### config.mk
export PLATFORM = sky130hd
export DESIGN_NAME = ldg_front
export DESIGN_NICKNAME = d
export VERILOG_FILES = /design/src/line_delimiter_guesser_defines.svh /design/src/ldg_pkg.sv /design/src/ldg_front.sv
export SDC_FILE = /design/constraint.sdc
export NUM_CORES = 1
export LEC_CHECK = 0
export BUFFER_PORTS_ARGS = -buffer_cell sky130_fd_sc_hd__buf_2
export CORE_AREA = 3 3 40 42
export CTS_BUF_LIST = sky130_fd_sc_hd__clkbuf_8 sky130_fd_sc_hd__clkbuf_16
export DETAILED_ROUTE_END_ITERATION = 12
export DIE_AREA = 0 0 43 45
export SYNTH_ARGS = -nofsm -noshare
export SYNTH_HDL_FRONTEND = slang
export SYNTH_SLANG_ARGS = --single-unit
export TNS_END_PERCENT = 1
### constraint.sdc
create_clock -name clk -period 1.55 [get_ports clk]
set_input_delay 0 -clock clk [delete_from_list [all_inputs] [get_ports clk]]
set_output_delay 0 -clock clk [all_outputs]
set_load 0.01 [all_outputs]
### src/line_delimiter_guesser_defines.svh
// Assertion macros shared by the line delimiter guesser modules.
`ifndef LINE_DELIMITER_GUESSER_DEFINES_SVH
`define LINE_DELIMITER_GUESSER_DEFINES_SVH

// Checks that a condition holds at every clock edge outside reset.
`define LDG_ASSERT_ALWAYS(name, cond) \
  name: assert property (@(posedge clk) disable iff (rst) (cond)) \
    else $error("%m: invariant violated");

// Checks that a trigger is followed by a consequence at the next clock edge.
`define LDG_ASSERT_NEXT(name, trig, cons) \
  name: assert property (@(posedge clk) disable iff (rst) (trig) |=> (cons)) \
    else $error("%m: expected follow-up missing");

`endif

### src/ldg_pkg.sv
// Shared types, constants and functions of the line delimiter guesser.
package ldg_pkg;

  // Widths of the datapath.
  localparam int CLS_W  = 3;
  localparam int CNT_W  = 16;
  localparam int TOT_W  = 32;
  localparam int PAIR_W = TOT_W + 1;
  localparam int SUM_W  = TOT_W + 3;
  localparam int LHS_W  = TOT_W + 14;
  localparam int RHS_W  = SUM_W + 13;
  localparam int MAX_CLASSES = 8;

  // Defaults for the top-level parameters.
  localparam int DEF_CLASS_COUNT = 8;
  localparam int DEF_QUEUE_DEPTH = 4;

  // Share thresholds in units of one ten-thousandth.
  localparam int SCALE   = 10000;
  localparam int K_TAB   = 1667;
  localparam int K_SEMI  = 714;
  localparam int K_COLON = 4498;
  localparam int K_COMMA = 981;

  // Characters of interest.
  localparam logic [7:0] CH_QUOTE = 8'h22;
  localparam logic [7:0] CH_COMMA = 8'h2C;
  localparam logic [7:0] CH_SEMI  = 8'h3B;
  localparam logic [7:0] CH_TAB   = 8'h09;
  localparam logic [7:0] CH_PIPE  = 8'h7C;
  localparam logic [7:0] CH_COLON = 8'h3A;
  localparam logic [7:0] CH_DOT   = 8'h2E;
  localparam logic [7:0] CH_SPACE = 8'h20;
  localparam logic [7:0] CH_NUL   = 8'h00;

  // Delimiter class indexes.
  localparam logic [CLS_W-1:0] CLS_COMMA = 3'd0;
  localparam logic [CLS_W-1:0] CLS_SEMI  = 3'd1;
  localparam logic [CLS_W-1:0] CLS_TAB   = 3'd2;
  localparam logic [CLS_W-1:0] CLS_PIPE  = 3'd3;
  localparam logic [CLS_W-1:0] CLS_COLON = 3'd4;
  localparam logic [CLS_W-1:0] CLS_DOT   = 3'd5;
  localparam logic [CLS_W-1:0] CLS_SPACE = 3'd6;
  localparam logic [CLS_W-1:0] CLS_NUL   = 3'd7;

  // Guess codes.
  localparam logic [1:0] GUESS_COMMA = 2'd0;
  localparam logic [1:0] GUESS_SEMI  = 2'd1;
  localparam logic [1:0] GUESS_TAB   = 2'd2;
  localparam logic [1:0] GUESS_COLON = 2'd3;

  // One classified byte as it waits in the queue.
  typedef struct packed {
    logic             counted;
    logic [CLS_W-1:0] cls;
    logic             last;
  } item_t;

  // One result, guess code in the lowest bits.
  typedef struct packed {
    logic [7:0]       eligible_mask;
    logic [CNT_W-1:0] guess_count;
    logic [7:0]       guess_char;
    logic [1:0]       guess_code;
  } result_t;

  // True when the byte belongs to one of the delimiter classes.
  function automatic logic class_hit(input logic [7:0] b);
    case (b)
      CH_COMMA, CH_SEMI, CH_TAB, CH_PIPE,
      CH_COLON, CH_DOT, CH_SPACE, CH_NUL: class_hit = 1'b1;
      default:                            class_hit = 1'b0;
    endcase
  endfunction

  // Class index of a delimiter byte.
  function automatic logic [CLS_W-1:0] class_idx(input logic [7:0] b);
    case (b)
      CH_COMMA: class_idx = CLS_COMMA;
      CH_SEMI:  class_idx = CLS_SEMI;
      CH_TAB:   class_idx = CLS_TAB;
      CH_PIPE:  class_idx = CLS_PIPE;
      CH_COLON: class_idx = CLS_COLON;
      CH_DOT:   class_idx = CLS_DOT;
      CH_SPACE: class_idx = CLS_SPACE;
      default:  class_idx = CLS_NUL;
    endcase
  endfunction

  // Character that belongs to a guess code.
  function automatic logic [7:0] guess_char_of(input logic [1:0] code);
    case (code)
      GUESS_COMMA: guess_char_of = CH_COMMA;
      GUESS_SEMI:  guess_char_of = CH_SEMI;
      GUESS_TAB:   guess_char_of = CH_TAB;
      default:     guess_char_of = CH_COLON;
    endcase
  endfunction

endpackage

### src/ldg_front.sv
// Front end: byte intake, quote tracking and delimiter classification.
module ldg_front #(
  parameter int CLASS_COUNT = 8
) (
  input  logic          clk,
  input  logic          rst,
  input  logic          in_valid,
  output logic          in_ready,
  input  logic [7:0]    in_byte,
  input  logic          in_last,
  input  logic          q_full,
  output logic          q_push,
  output ldg_pkg::item_t q_item
);
  import ldg_pkg::*;

  logic in_quote;
  logic in_quote_next;
  logic [CLS_W-1:0] cls;

  assign in_ready = !q_full;
  assign q_push   = in_valid && in_ready;
  assign cls      = class_idx(in_byte);

  // Quote state and classification of the current byte.
  always_comb begin
    in_quote_next  = in_quote;
    q_item.counted = 1'b0;
    q_item.cls     = cls;
    q_item.last    = in_last;
    if (in_quote) begin
      if (in_byte == CH_QUOTE) begin
        in_quote_next = 1'b0;
      end
    end else if (in_byte == CH_QUOTE) begin
      in_quote_next = 1'b1;
    end else begin
      q_item.counted = class_hit(in_byte) && (32'(cls) < CLASS_COUNT);
    end
    if (in_last) begin
      in_quote_next = 1'b0;
    end
  end

  // The quote state advances with every accepted transaction.
  always_ff @(posedge clk) begin
    if (rst) begin
      in_quote <= 1'b0;
    end else if (q_push) begin
      in_quote <= in_quote_next;
    end
  end

endmodule

# == After elaboration in Yosys (flattened, before gate mapping) ==
# Cells that the tools add are included.
# totals
regBits,1
input_bits,13
# op_classes
eq_ne,8
muxes,8
n_reduce_logical,4
# op_table
operator,n
"equality test 8 x 6 -> 1 bit, second input constant",6
one-hot mux 3 bit (7 select lines),1
"equality test 8 x 4 -> 1 bit, second input constant",1
"equality test 8 x 7 -> 1 bit, second input constant",1
zero test 8 bit,1
OR reduction 8 bit,1
two-way mux 1 bit,7
logical AND 1 bit,1
zero test 1 bit,1

# == Logic depth before layout (Yosys ltp) ==
# Gate-level depths: netlist of run 1.
# logic_depth
depth_word,5
ltp_mapped,5
mapped_depth_nobuf,4

# == Worst setup path after synthesis of run 1 ==
# OpenSTA, ideal clock, no wires.
# synth_timing
path_type,input port to flip-flop
startpoint,input port in_byte[0]
endpoint,register in_quote
setup_ns,0.074
arrival_ns,1.047
t_required_ns,1.476
slack_ns,0.429
path_stages,5
path_buffers,1
path_cell_list,buf_6 nor4b_2 nand3_1 or4_1 a31oi_1
# synth_between
elab_chain_cells,4
# synth_rtl
item,line_no,source
"start, declared",ldg_front.sv:9,"input logic [7:0] in_byte,"
equality test 8 x 6 -> 1 bit (*),"ldg_front.sv:32, ldg_front.sv:35",
two-way mux 1 bit (on tied branches),"ldg_front.sv:35, ldg_front.sv:32",
two-way mux 1 bit (*),ldg_front.sv:31,if (in_quote) begin
two-way mux 1 bit (*),ldg_front.sv:40,if (in_last) begin
"end signal, assigned",ldg_front.sv:50,in_quote <= in_quote_next;
"end, declared",ldg_front.sv:17,logic in_quote;
# Mark *: on every way between the ends. The rest lies on a longest branch, timed or not.
# A chain may end at the register's enable or synchronous reset.

# == Final worst setup path of run 1 ==
# Ends and elaborated chain as after synthesis.

==> results of run 1 <==
[cells by family (layout without fill, tap and decap cells)]
| logic type | Yosys count | count (layout) | synth area share [%] |
|---|---|---|---|
| multiplexers | 1 | 1 | 3.09 |
| AND/OR/NAND/NOR | 25 | 25 | 48.7 |
| XOR/XNOR | 2 | 2 | 5.41 |
| buffers and inverters | 7 | 21 | 12.7 |
| AO/OA/AOI/OAI | 11 | 11 | 23.9 |
| flip-flops | 1 | 1 | 6.18 |
[cell type report]
cell class              count  area share [%]
flip-flops and latches      1            4.95
inverters                   2            1.86
well taps                  15            4.64
multi-input cells          39            65.0
repair buffers             19            23.5
[critical path, stage by stage]
cell and delay (ns):
buf_2 0.15, nor4b_2 0.30, nand3_1 0.14, or4_1 0.41
a31oi_1 0.16
[per-layer routing]
| metal | track usage, % | part of all wire, % | up-vias | wire [um] |
|---|---|---|---|---|
| li1 | - | - | 204 | - |
| met1 | 12.2 | 45 | 191 | 360 |
| met2 | 12.6 | 46 | 19 | 364 |
| met3 | 0.398 | 8.7 | 0 | 69 |
| met4 | 0 | 0 | 0 | 0 |
| met5 | 0 | 0 | - | 0 |
[worst paths after layout]
path / startpoint / to / slack [ns]
worst min-delay path: rst / in_quote / 0.16
worst max register to register: in_quote / in_quote / 0.49
worst max-delay path: in_byte[0] / in_quote / 0.31
worst min register to register: in_quote / in_quote / 0.48
[power by group through the flow]
stage	clock (uW)	combinational [uW]	sequential, uW
final	0	73.7	26.3
after global routing	0	81.7	26.3
after CTS	0	73.7	26.3
after detailed placement	0	73.5	26.3
after global placement	0	72.9	26.3
after floorplan	0	49.2	26.3
[placed cells by master (no fill, tap or decap), types with 2 or more instances in the layout]
master and instances:
buf_2 19, nand2_1 4, o21ai_0 3, inv_1 2
and2_1 2, nor2_1 2, or2b_1 2, o22ai_1 2
nor4_1 2, nand3_1 2, a31oi_1 2
[stage by stage]
step	power, uW	cells	util, %	hold slack, ns	setup slack [ns]
finish	100	76	31.5	0.157	0.312
global placement	99.2	76	31.5	0.159	0.329
global route	108	76	31.5	0.166	0.202
detailed placement	99.8	76	31.5	0.159	0.291
floorplan	75.5	47	-	0.0510	0.429
CTS	100	76	31.5	0.159	0.292
==> impl_results.md, run 1 <==
* Run status: complete, no violations
* Overall die width at roughly 43 um
* Post-Synthesis Cell Area at roughly 320 um^2
* Least-Margin Pin Slew at around 0.26 ns
* Most frequent cells after synthesis: nand2_1, buf_2, o21ai_0
* Top area cells in the synthesized netlist: dfxtp_1, buf_2, o21ai_0
* Largest area contributor in the netlist: dfxtp_1
* Final setup vio count at 0
* Final-report hold violation count at 0
* Yosys top cell area share at 6.18%
* Starting density of the core at between 20% and 30%
* Switching share of power at about two fifths
* 1st-pass router iterations at 4
* Antenna Violating Nets Remaining at 0
* Seq/Total Area, Yosys at under 10%
* Number of cells on the worst hold path at 2
* Fin. max-slew vios at 0
* Hold Buf Count CTS at 0
* Area growth syn-to-layout at 24.7%
* Vias in the first global route at 317
* Worst r2r path cells at 2
* Clock-pin slew on the worst setup and hold paths at 0 ns
* Worst Path Max Fanout at 8
* Power density cells at between 200 and 250 nW/um^2
* Internal power consumption at 59.3 uW
* Final Routed Wirelength at about 800 um
* Crit start category: input pin
* Proportion of layout cells with a drive suffix above 1 at 34.4%
* Finished Cell Area at 404 um^2
* Final estimated routing congestion in global placement at approximately 0.7
* Accumulated negative setup slack at 0 ns
* Core outline area at around 1300 um^2
* Dominant register cell in the synthesized netlist: dfxtp_1
* Startpoint-to-endpoint class of the critical path: in2reg
* Clock network fraction of design power at 0%
* Total number of nets in the final design at between 70 and 80
* Clock network latency to the later pin of the worst-skew pair at 0 ns
* Normalized max-slew margin at 82.3%
* Vias after detailed routing at about 410
* Switching Power at just over 40 uW
* Postcts setup bufs at 0
* Net count of the mapped netlist at 60
* Total area of sequential cells at 20.0 um^2
* Routed length per instance at between 10 and 15 um
* Row count at 13
* Remaining Overflow, GRT at 0
* Hold WC Path Type: in2reg
* Max VDD drop at 0.0930 mV
* DRC violation count after routing at 0
* Layout Skew at 0 ns
* Placement Cell Area at between 400 and 500 um^2
* Biggest registers after layout: in_quote: 1 flops
* Syn Area/Cell at ~6.9 um^2
* Largest register FFs at 1
* Number of enable flip-flop cells after synthesis at 0
* Initial antenna violation count at 0
* Required arrival time at the worst endpoint at 1.47 ns
* Max Fclk at about 0.81 GHz
* Layout filler cell count at about 150
* PostCTS Resize Cnt at 0
* GRT Util Overall at about 8%
* Flop and latch count out of synthesis at 1
* Number of antenna diodes at 0
* Most frequent cell after synthesis: nand2_1
* Yosys cell types at 32
* RSZ-0062 raised after global routing: false
* Crit share post-route at between 70% and 80%
* Overall die area at 1940 um^2
* Cells after Synth at 47
* Number of primary I/O pins at 20
* Sequential fraction of design power at 26.3%
* Reported leakage power at around 0.00017 uW
* Share of total power in combinational logic at about 74%
* Crit end category: register
* Multi-input logic area at roughly 260 um^2
* Largest net degree at the start of global routing at 12
* Ys Warns at 0
* Total of buffers placed on input and output ports at 19
* Final critical-path required period at ~1.2 ns
* Placed wire-length estimate after detailed placement at 666 um
* Fraction of registers with async set/reset at 0%
* Vertical die dimension at roughly 45 um
* Most flops, register: in_quote
* Violation count after the first detailed-routing iteration at 3
* Arrival time of data at the critical path endpoint at between 1 and 1.5 ns
* Number of maximum-capacitance violations at 0
* First-pass GRT wire length at 1.26 mm
* Number of vias per cell after detailed routing at between 5 and 6
Note: power is estimated with default switching activity, not from simulation.
==> inputs of run 2 (changes only) <==
--- a/config.mk
+++ b/config.mk
@@ -5,6 +5,7 @@
 export SDC_FILE = /design/constraint.sdc
 export NUM_CORES = 1
 export LEC_CHECK = 0
+export ABC_AREA = 1
 export BUFFER_PORTS_ARGS = -buffer_cell sky130_fd_sc_hd__buf_2
 export CORE_AREA = 3 3 40 42
 export CTS_BUF_LIST = sky130_fd_sc_hd__clkbuf_8 sky130_fd_sc_hd__clkbuf_16
==> constraint.sdc (replaced) <==
create_clock -name clk -period 1.2 [get_ports clk]
set_input_delay 0 -clock clk [delete_from_list [all_inputs] [get_ports clk]]
set_output_delay 0 -clock clk [all_outputs]
set_load 0.01 [all_outputs]
==> impl_results.md, run 2 <==
* Register-to-register setup slack at 0.55 ns (+0.06 ns)
* End point of the most critical hold path: q_item[0]
* Startpoint of the tightest hold check path: in_last
* Final critical-path required period at 0.851 ns
* 1st-pass router iterations at 2 (-2)
* Post-Synthesis Cell Area at 322 um^2 (-0.77%)
* Cells after Synth at 60 (+28%)
* Run status: complete, no violations
* Final Routed Wirelength at 648 um (-18%)
* Reported leakage power at 0.000245 uW (+40%)
* Largest register FFs at 1 (unchanged)
* Required arrival time at the worst endpoint at 1.20 ns (-0.27 ns)
* Accumulated negative setup slack at 0 ns (unchanged)
* Vias after detailed routing at 374 (-9.7%)
* Most frequent cells after synthesis: nand2_1, nor2_1, inv_1
* Origin of the worst setup path: in_byte[4]
* DRC violation count after routing at 0 (unchanged)
* Max Fclk at roughly 1.2 GHz
* Number of vias per cell after detailed routing at 4.02 (-26%)
* Placed cells at 93 (+22%)
* Complex-gate fraction of the synthesized area at 5.06% (-19 points)
* Max VDD drop at 0.0990 mV (+6.4%)
* Combinational family with the most area after synthesis: simple AND/OR/NAND/NOR gates
* Syn Area/Cell at 5.36 um^2 (-22%)
* Most flops, register: in_quote
* Number of enable flip-flop cells after synthesis at 0 (unchanged)
* Dominant register cell in the synthesized netlist: dfxtp_1
* Most frequent CP cell: nand2_2
* Hold WC Path Type: in2out
* Worst-case setup slack after placement at 0.339 ns (+0.0479 ns)
* Total number of nets in the final design at 93 (+22%)
* Core outline area at 1280 um^2 (unchanged)
* Startpoint-to-endpoint class of the critical path: in2out
* Starting density of the core at 25.0% (-0.19 points)
* Largest area contributor in the netlist: nand2_1
* Number of cells on the worst hold path at 2 (unchanged)
* Row count at 13 (unchanged)
* Slack of the critical path at 0.349 ns (+0.0372 ns)
* Crit start category: input pin
* Crit share post-route at 70.9%
* Seq/Total Area, Yosys at 6.23% (+0.048 points)
* Most common library cell in the layout ignoring fill and taps: buf_2
* Total of buffers placed on input and output ports at 19 (unchanged)
* Postcts setup bufs at 0 (unchanged)
* Total area of sequential cells at 20.0 um^2 (unchanged)
* Overall die width at 43 um (unchanged)
* Flop and latch count out of synthesis at 1 (unchanged)
* Area growth syn-to-layout at 33.1%
* Worst Path Max Fanout at 4 (-4)
* Vertical die dimension at 45 um (unchanged)
* Placed wire-length estimate after detailed placement at 628 um (-5.6%)
* Worst r2r src: in_quote
* Ys Warns at 0 (unchanged)
* Xor and xnor fraction of the mapped netlist area at 2.72% (-2.7 points)
* Arrival time of data at the critical path endpoint at 0.85 ns (-0.31 ns)
* Least-Margin Pin Slew at 0.201 ns (-0.0613 ns)
* RSZ-0062 raised after global routing: false
* GRT Util Overall at 7.14% (-0.67 points)
* Final-report hold violation count at 0 (unchanged)
* Initial antenna violation count at 0 (unchanged)
* Layout Cells excl Fill at 93 (+22%)
* Fin. max-slew vios at 0 (unchanged)
* Post-synthesis adder-cell area fraction at 0% (unchanged)
* Antenna Violating Nets Remaining at 0 (unchanged)
* Final estimated routing congestion in global placement at 0.761 (+11%)
* Yosys top cell area share at 19.8% (+14 points)
* Fraction of registers with async set/reset at 0% (unchanged)
* Normalized max-slew margin at 86.6% (+4.3 points)
* Most frequent cell after synthesis: nand2_1
* Number of maximum-capacitance violations at 0 (unchanged)
* Crit path cell chain: buf_2 -> inv_1 -> nand2_2 -> nor2_4 -> nand2_2 -> nand2_2 -> nor2_1 -> a21oi_2 -> buf_2
* Number of antenna diodes at 0 (unchanged)
* Biggest registers after layout: in_quote: 1 flops
* Proportion of layout cells with a drive suffix above 1 at 47.4% (+13 points)
* Yosys cell types at 16 (-50%)
* Vias in the first global route at 334 (+5.4%)
* Overall die area at 1940 um^2 (unchanged)
* Simple logic cell fraction of the synthesized area at 70.8% (+22 points)
* Commonest cells after routing, fill and taps aside: buf_2, nand2_1, nor2_1
* Largest net degree at the start of global routing at 5 (-7)
* Layout filler cell count at 156 (+4.7%)
* Layout Skew at 0 ns (unchanged)
* R2r endpoint: in_quote
* Top area cells in the synthesized netlist: nand2_1, nor2_1, nand2_2
* Final setup vio count at 0 (unchanged)
* Delay contributed by the slowest stage of the critical path at 0.16 ns (-0.25 ns)
* Multi-input logic area at 253 um^2 (-3.8%)
* Power density cells at 269 nW/um^2 (+8.8%)
* Remaining Overflow, GRT at 0 (unchanged)
* Worst r2r path cells at 2 (unchanged)
* CP max-delay cell: nor2_4
* Net count of the mapped netlist at 73 (+22%)
* Violation count after the first detailed-routing iteration at 1 (-2)
* Fraction of synthesized area in multiplexers at 0% (-3.1 points)
* Clock network latency to the later pin of the worst-skew pair at 0 ns (unchanged)
* First-pass GRT wire length at 1.16 mm (-8.2%)
* Hold Buf Count CTS at 0 (unchanged)
* Routed length per instance at 6.97 um (-33%)
* PostCTS Resize Cnt at 0 (unchanged)
* Number of primary I/O pins at 20 (unchanged)
* Crit end category: output port
run 2: cell types whose count changed in the layout (fill, tap and decap cells not counted), sizes merged, moves of 3 or more:
cell,previous run,this run
nand2,4,25
nor2,2,16
inv,2,11
o21ai,3,0
run 2: metrics by stage:
stage / util (%) / area (um^2) / total power, uW / hold WS [ns]
finish: 33.3 / 428 / 115 / 0.201
global route: 33.3 / 428 / 127 / 0.209
CTS: 33.3 / 428 / 117 / 0.204
detailed placement: 33.3 / 428 / 117 / 0.204
global placement: 33.3 / 428 / 115 / 0.199
floorplan: - / 322 / 82.8 / 0.0435
run 2: area by class of cell:
type	count	area share, %
inverter	11	9.65
multi-input combinational	47	59.1
sequential	1	4.68
tap	15	4.39
timing repair buffer	19	22.2
run 2: worst max-delay path by stage:
| stage | endpoint | depth (start not counted) |
|---|---|---|
| 6_report | q_item[4] | 9 |
| 3_5_place_dp | q_item[4] | 9 |
| 3_3_place_gp | q_item[4] | 9 |
| 5_1_grt | q_item[1] | 10 |
| 4_1_cts | q_item[4] | 9 |
| 2_1_floorplan | in_quote | 5 |
run 2: cell families (layout without fill, tap and decap cells):
logic type      Yosys count  after routing
compound gates            2              2
xor+xnor                  1              1
buf+inv                  12             30
flops                     1              1
simple gates             44             44
run 2: power breakdown:
part	internal (uW)	total [uW]	switching [uW]
logic	34.6	81.2	46.6
clock network	0	0	0
registers	34.0	34.0	0.0310
total	68.6	115	46.6
run 2: routing by layer:
| layer | GRT usage (%) | up-vias | wire length [um] |
|---|---|---|---|
| met4 | 0 | 0 | 0 |
| met5 | 0 | - | 0 |
| li1 | - | 209 | - |
| met2 | 15.6 | 12 | 346 |
| met1 | 7.88 | 153 | 245 |
| met3 | 0.398 | 0 | 56 |
run 2: worst max-delay path: cells and delay by family:
kind                   cells  cell delay, ns
AND/OR/NAND/NOR            5            0.45
AO/OA/AOI/OAI              1            0.09
buffers and inverters      3            0.30
==> inputs of run 3 (changes only) <==
==> constraint.sdc (replaced) <==
create_clock -name clk -period 0.8 [get_ports clk]
set_input_delay 0 -clock clk [delete_from_list [all_inputs] [get_ports clk]]
set_output_delay 0 -clock clk [all_outputs]
set_load 0.01 [all_outputs]
==> impl_results.md, run 3 (synthesized netlist as in run 2, its figures left out) <==
* Run status: complete, but fails checks
* Placed wire-length estimate after detailed placement at 599 um (-4.6%)
* Number of primary I/O pins at 20 (unchanged)
* Worst r2r path cells at 2 (unchanged)
* Final-report hold violation count at 0 (unchanged)
* Clock network latency to the later pin of the worst-skew pair at 0 ns (unchanged)
* Total of buffers placed on input and output ports at 19 (unchanged)
* Sequential fraction of design power at 23.4% (-6.1 points)
* Register-to-register setup slack at 0.15 ns (-0.40 ns)
* Final Routed Wirelength at 694 um (+7.1%)
* Placed cells at 93 (unchanged)
* Share of total power in combinational logic at 76.6% (+6.1 points)
* Vias after detailed routing at 399 (+6.7%)
* Reported leakage power at 0.000271 uW (+11%)
* Core outline area at 1280 um^2 (unchanged)
* Crit end category: output port
* Largest net degree at the start of global routing at 5 (unchanged)
* Vias in the first global route at 350 (+4.8%)
* Worst Path Max Fanout at 4 (unchanged)
* Violation count after the first detailed-routing iteration at 0 (-1)
* Proportion of layout cells with a drive suffix above 1 at 71.8% (+24 points)
* Commonest cells after routing, fill and taps aside: buf_2, nand2_2, nand2_1
* Switching Power at 93.0 uW (+100%)
* Layout Cells excl Fill at 93 (unchanged)
* Number of antenna diodes at 0 (unchanged)
* Overall die area at 1940 um^2 (unchanged)
* Number of maximum-capacitance violations at 0 (unchanged)
* Switching share of power at 42.8% (+2.3 points)
* Most common library cell in the layout ignoring fill and taps: buf_2
* R2r endpoint: in_quote
* Layout Skew at 0 ns (unchanged)
* Power density cells at 406 nW/um^2 (+51%)
* Total number of nets in the final design at 93 (unchanged)
* Hold WC Path Type: in2out
* DRC violation count after routing at 0 (unchanged)
* Max Fclk at 1.22 GHz
* Overall die width at 43 um (unchanged)
* Least-Margin Pin Slew at 0.209 ns (+0.00852 ns)
* Normalized max-slew margin at 86.0% (-0.57 points)
* Number of vias per cell after detailed routing at 4.29 (+6.7%)
* Internal power consumption at 124 uW (+81%)
* Antenna Violating Nets Remaining at 0 (unchanged)
* 1st-pass router iterations at 1 (-1)
* Placement Cell Area at 428 um^2 (unchanged)
* Violations in the final reports: negative setup slack
* Final setup vio count at 2 (+2)
* Biggest registers after layout: in_quote: 1 flops
* Crit share post-route at 103%
* Finished Cell Area at 536 um^2 (+25%)
* Fin. max-slew vios at 0 (unchanged)
* Postcts setup bufs at 0 (unchanged)
* Required arrival time at the worst endpoint at 0.80 ns (-0.40 ns)
* Vertical die dimension at 45 um (unchanged)
* Largest register FFs at 1 (unchanged)
* Number of cells on the worst hold path at 2 (unchanged)
* Startpoint of the tightest hold check path: in_last
* Final critical-path required period at between 0.8 and 0.9 ns
* Max VDD drop at 0.159 mV (+60%)
* GRT Util Overall at 6.89% (-0.25 points)
* End point of the most critical hold path: q_item[0]
* Clock network fraction of design power at 0% (unchanged)
* Startpoint-to-endpoint class of the critical path: in2out
* Routed length per instance at 7.46 um (+7.1%)
* RSZ-0062 raised after global routing: true
* Layout filler cell count at 143 (-8.3%)
* Arrival time of data at the critical path endpoint at 0.82 ns (-0.03 ns)
* Slack of the critical path at -0.0204 ns (-0.369 ns)
* Worst r2r src: in_quote
* Starting density of the core at 25.0% (unchanged)
* Remaining Overflow, GRT at 0 (unchanged)
* Final estimated routing congestion in global placement at 0.802 (+5.4%)
* First-pass GRT wire length at 1.13 mm (-2.4%)
* Area growth syn-to-layout at 66.5%
* Row count at 13 (unchanged)
* Initial antenna violation count at 0 (unchanged)
* Crit start category: input pin
* Most flops, register: in_quote
==> run 3: cell counts in the layout (fill, tap and decap cells not counted) <==
Identical to the previous run, type by type.
==> run 3: how the worst max path moves through the flow <==
stage          slack [ns]        from         to  depth (start not counted)
6_report            -0.02  in_byte[6]  q_item[4]                          9
5_1_grt              -0.1  in_byte[6]  q_item[4]                          9
4_1_cts             -0.04  in_byte[7]  q_item[4]                          9
3_5_place_dp        -0.07  in_byte[4]  q_item[4]                          9
3_3_place_gp        -0.04  in_byte[1]  q_item[4]                          9
2_1_floorplan        0.14    in_valid   in_quote                          5
==> run 3: final cells by class <==
class | instances | area, um^2 | area share (%)
well taps | 15 | 18.8 | 3.50
repair buffers | 19 | 118 | 22.0
multi-input cells | 47 | 330 | 61.7
inverters | 11 | 48.8 | 9.11
flip-flops and latches | 1 | 20.0 | 3.74
==> run 3: metrics by stage <==
stage	total power, uW	hold slack (ns)	util, %	TNS [ns]	setup WS (ns)
4_1_cts	199	0.199	38.4	-0.0773	-0.0432
3_5_place_dp	174	0.199	33.3	-0.104	-0.0689
5_1_grt	235	0.206	41.7	-0.200	-0.0951
6_report	217	0.198	41.7	-0.0269	-0.0204
3_3_place_gp	172	0.200	33.3	-0.0727	-0.0437
2_1_floorplan	124	0.0435	-	0	0.139
==> run 3: per-layer routing <==
layer | share of wire, % | GRT usage, % | vias up
met5 | 0 | 0 | -
met2 | 55 | 16.2 | 12
met4 | 0 | 0 | 0
li1 | - | - | 213
met3 | 9.8 | 0.398 | 0
met1 | 35 | 6.68 | 174
==> run 3: power by group through the flow <==
stage	logic [uW]	clock network [uW]	registers [uW]
3_3_place_gp	121	0	51.0
3_5_place_dp	123	0	51.0
4_1_cts	148	0	51.0
5_1_grt	184	0	51.0
6_report	166	0	51.0
2_1_floorplan	73.2	0	51.0
==> run 3: worst max-delay path, cell delays in order <==
cell     delay, ns
buf_8         0.10
inv_4         0.04
nand2_4       0.06
nor2_4        0.15
nand2_2       0.08
nand2_4       0.09
nor2_4        0.04
a21oi_2       0.11
buf_2         0.13
==> run 3: repair_timing <==
item                       4_1_cts  5_1_grt
hold buffers                     0        0
setup endpoints to repair        2        3
resized for setup               19       14
pin swaps                       15       11
hold endpoints to repair         0        0
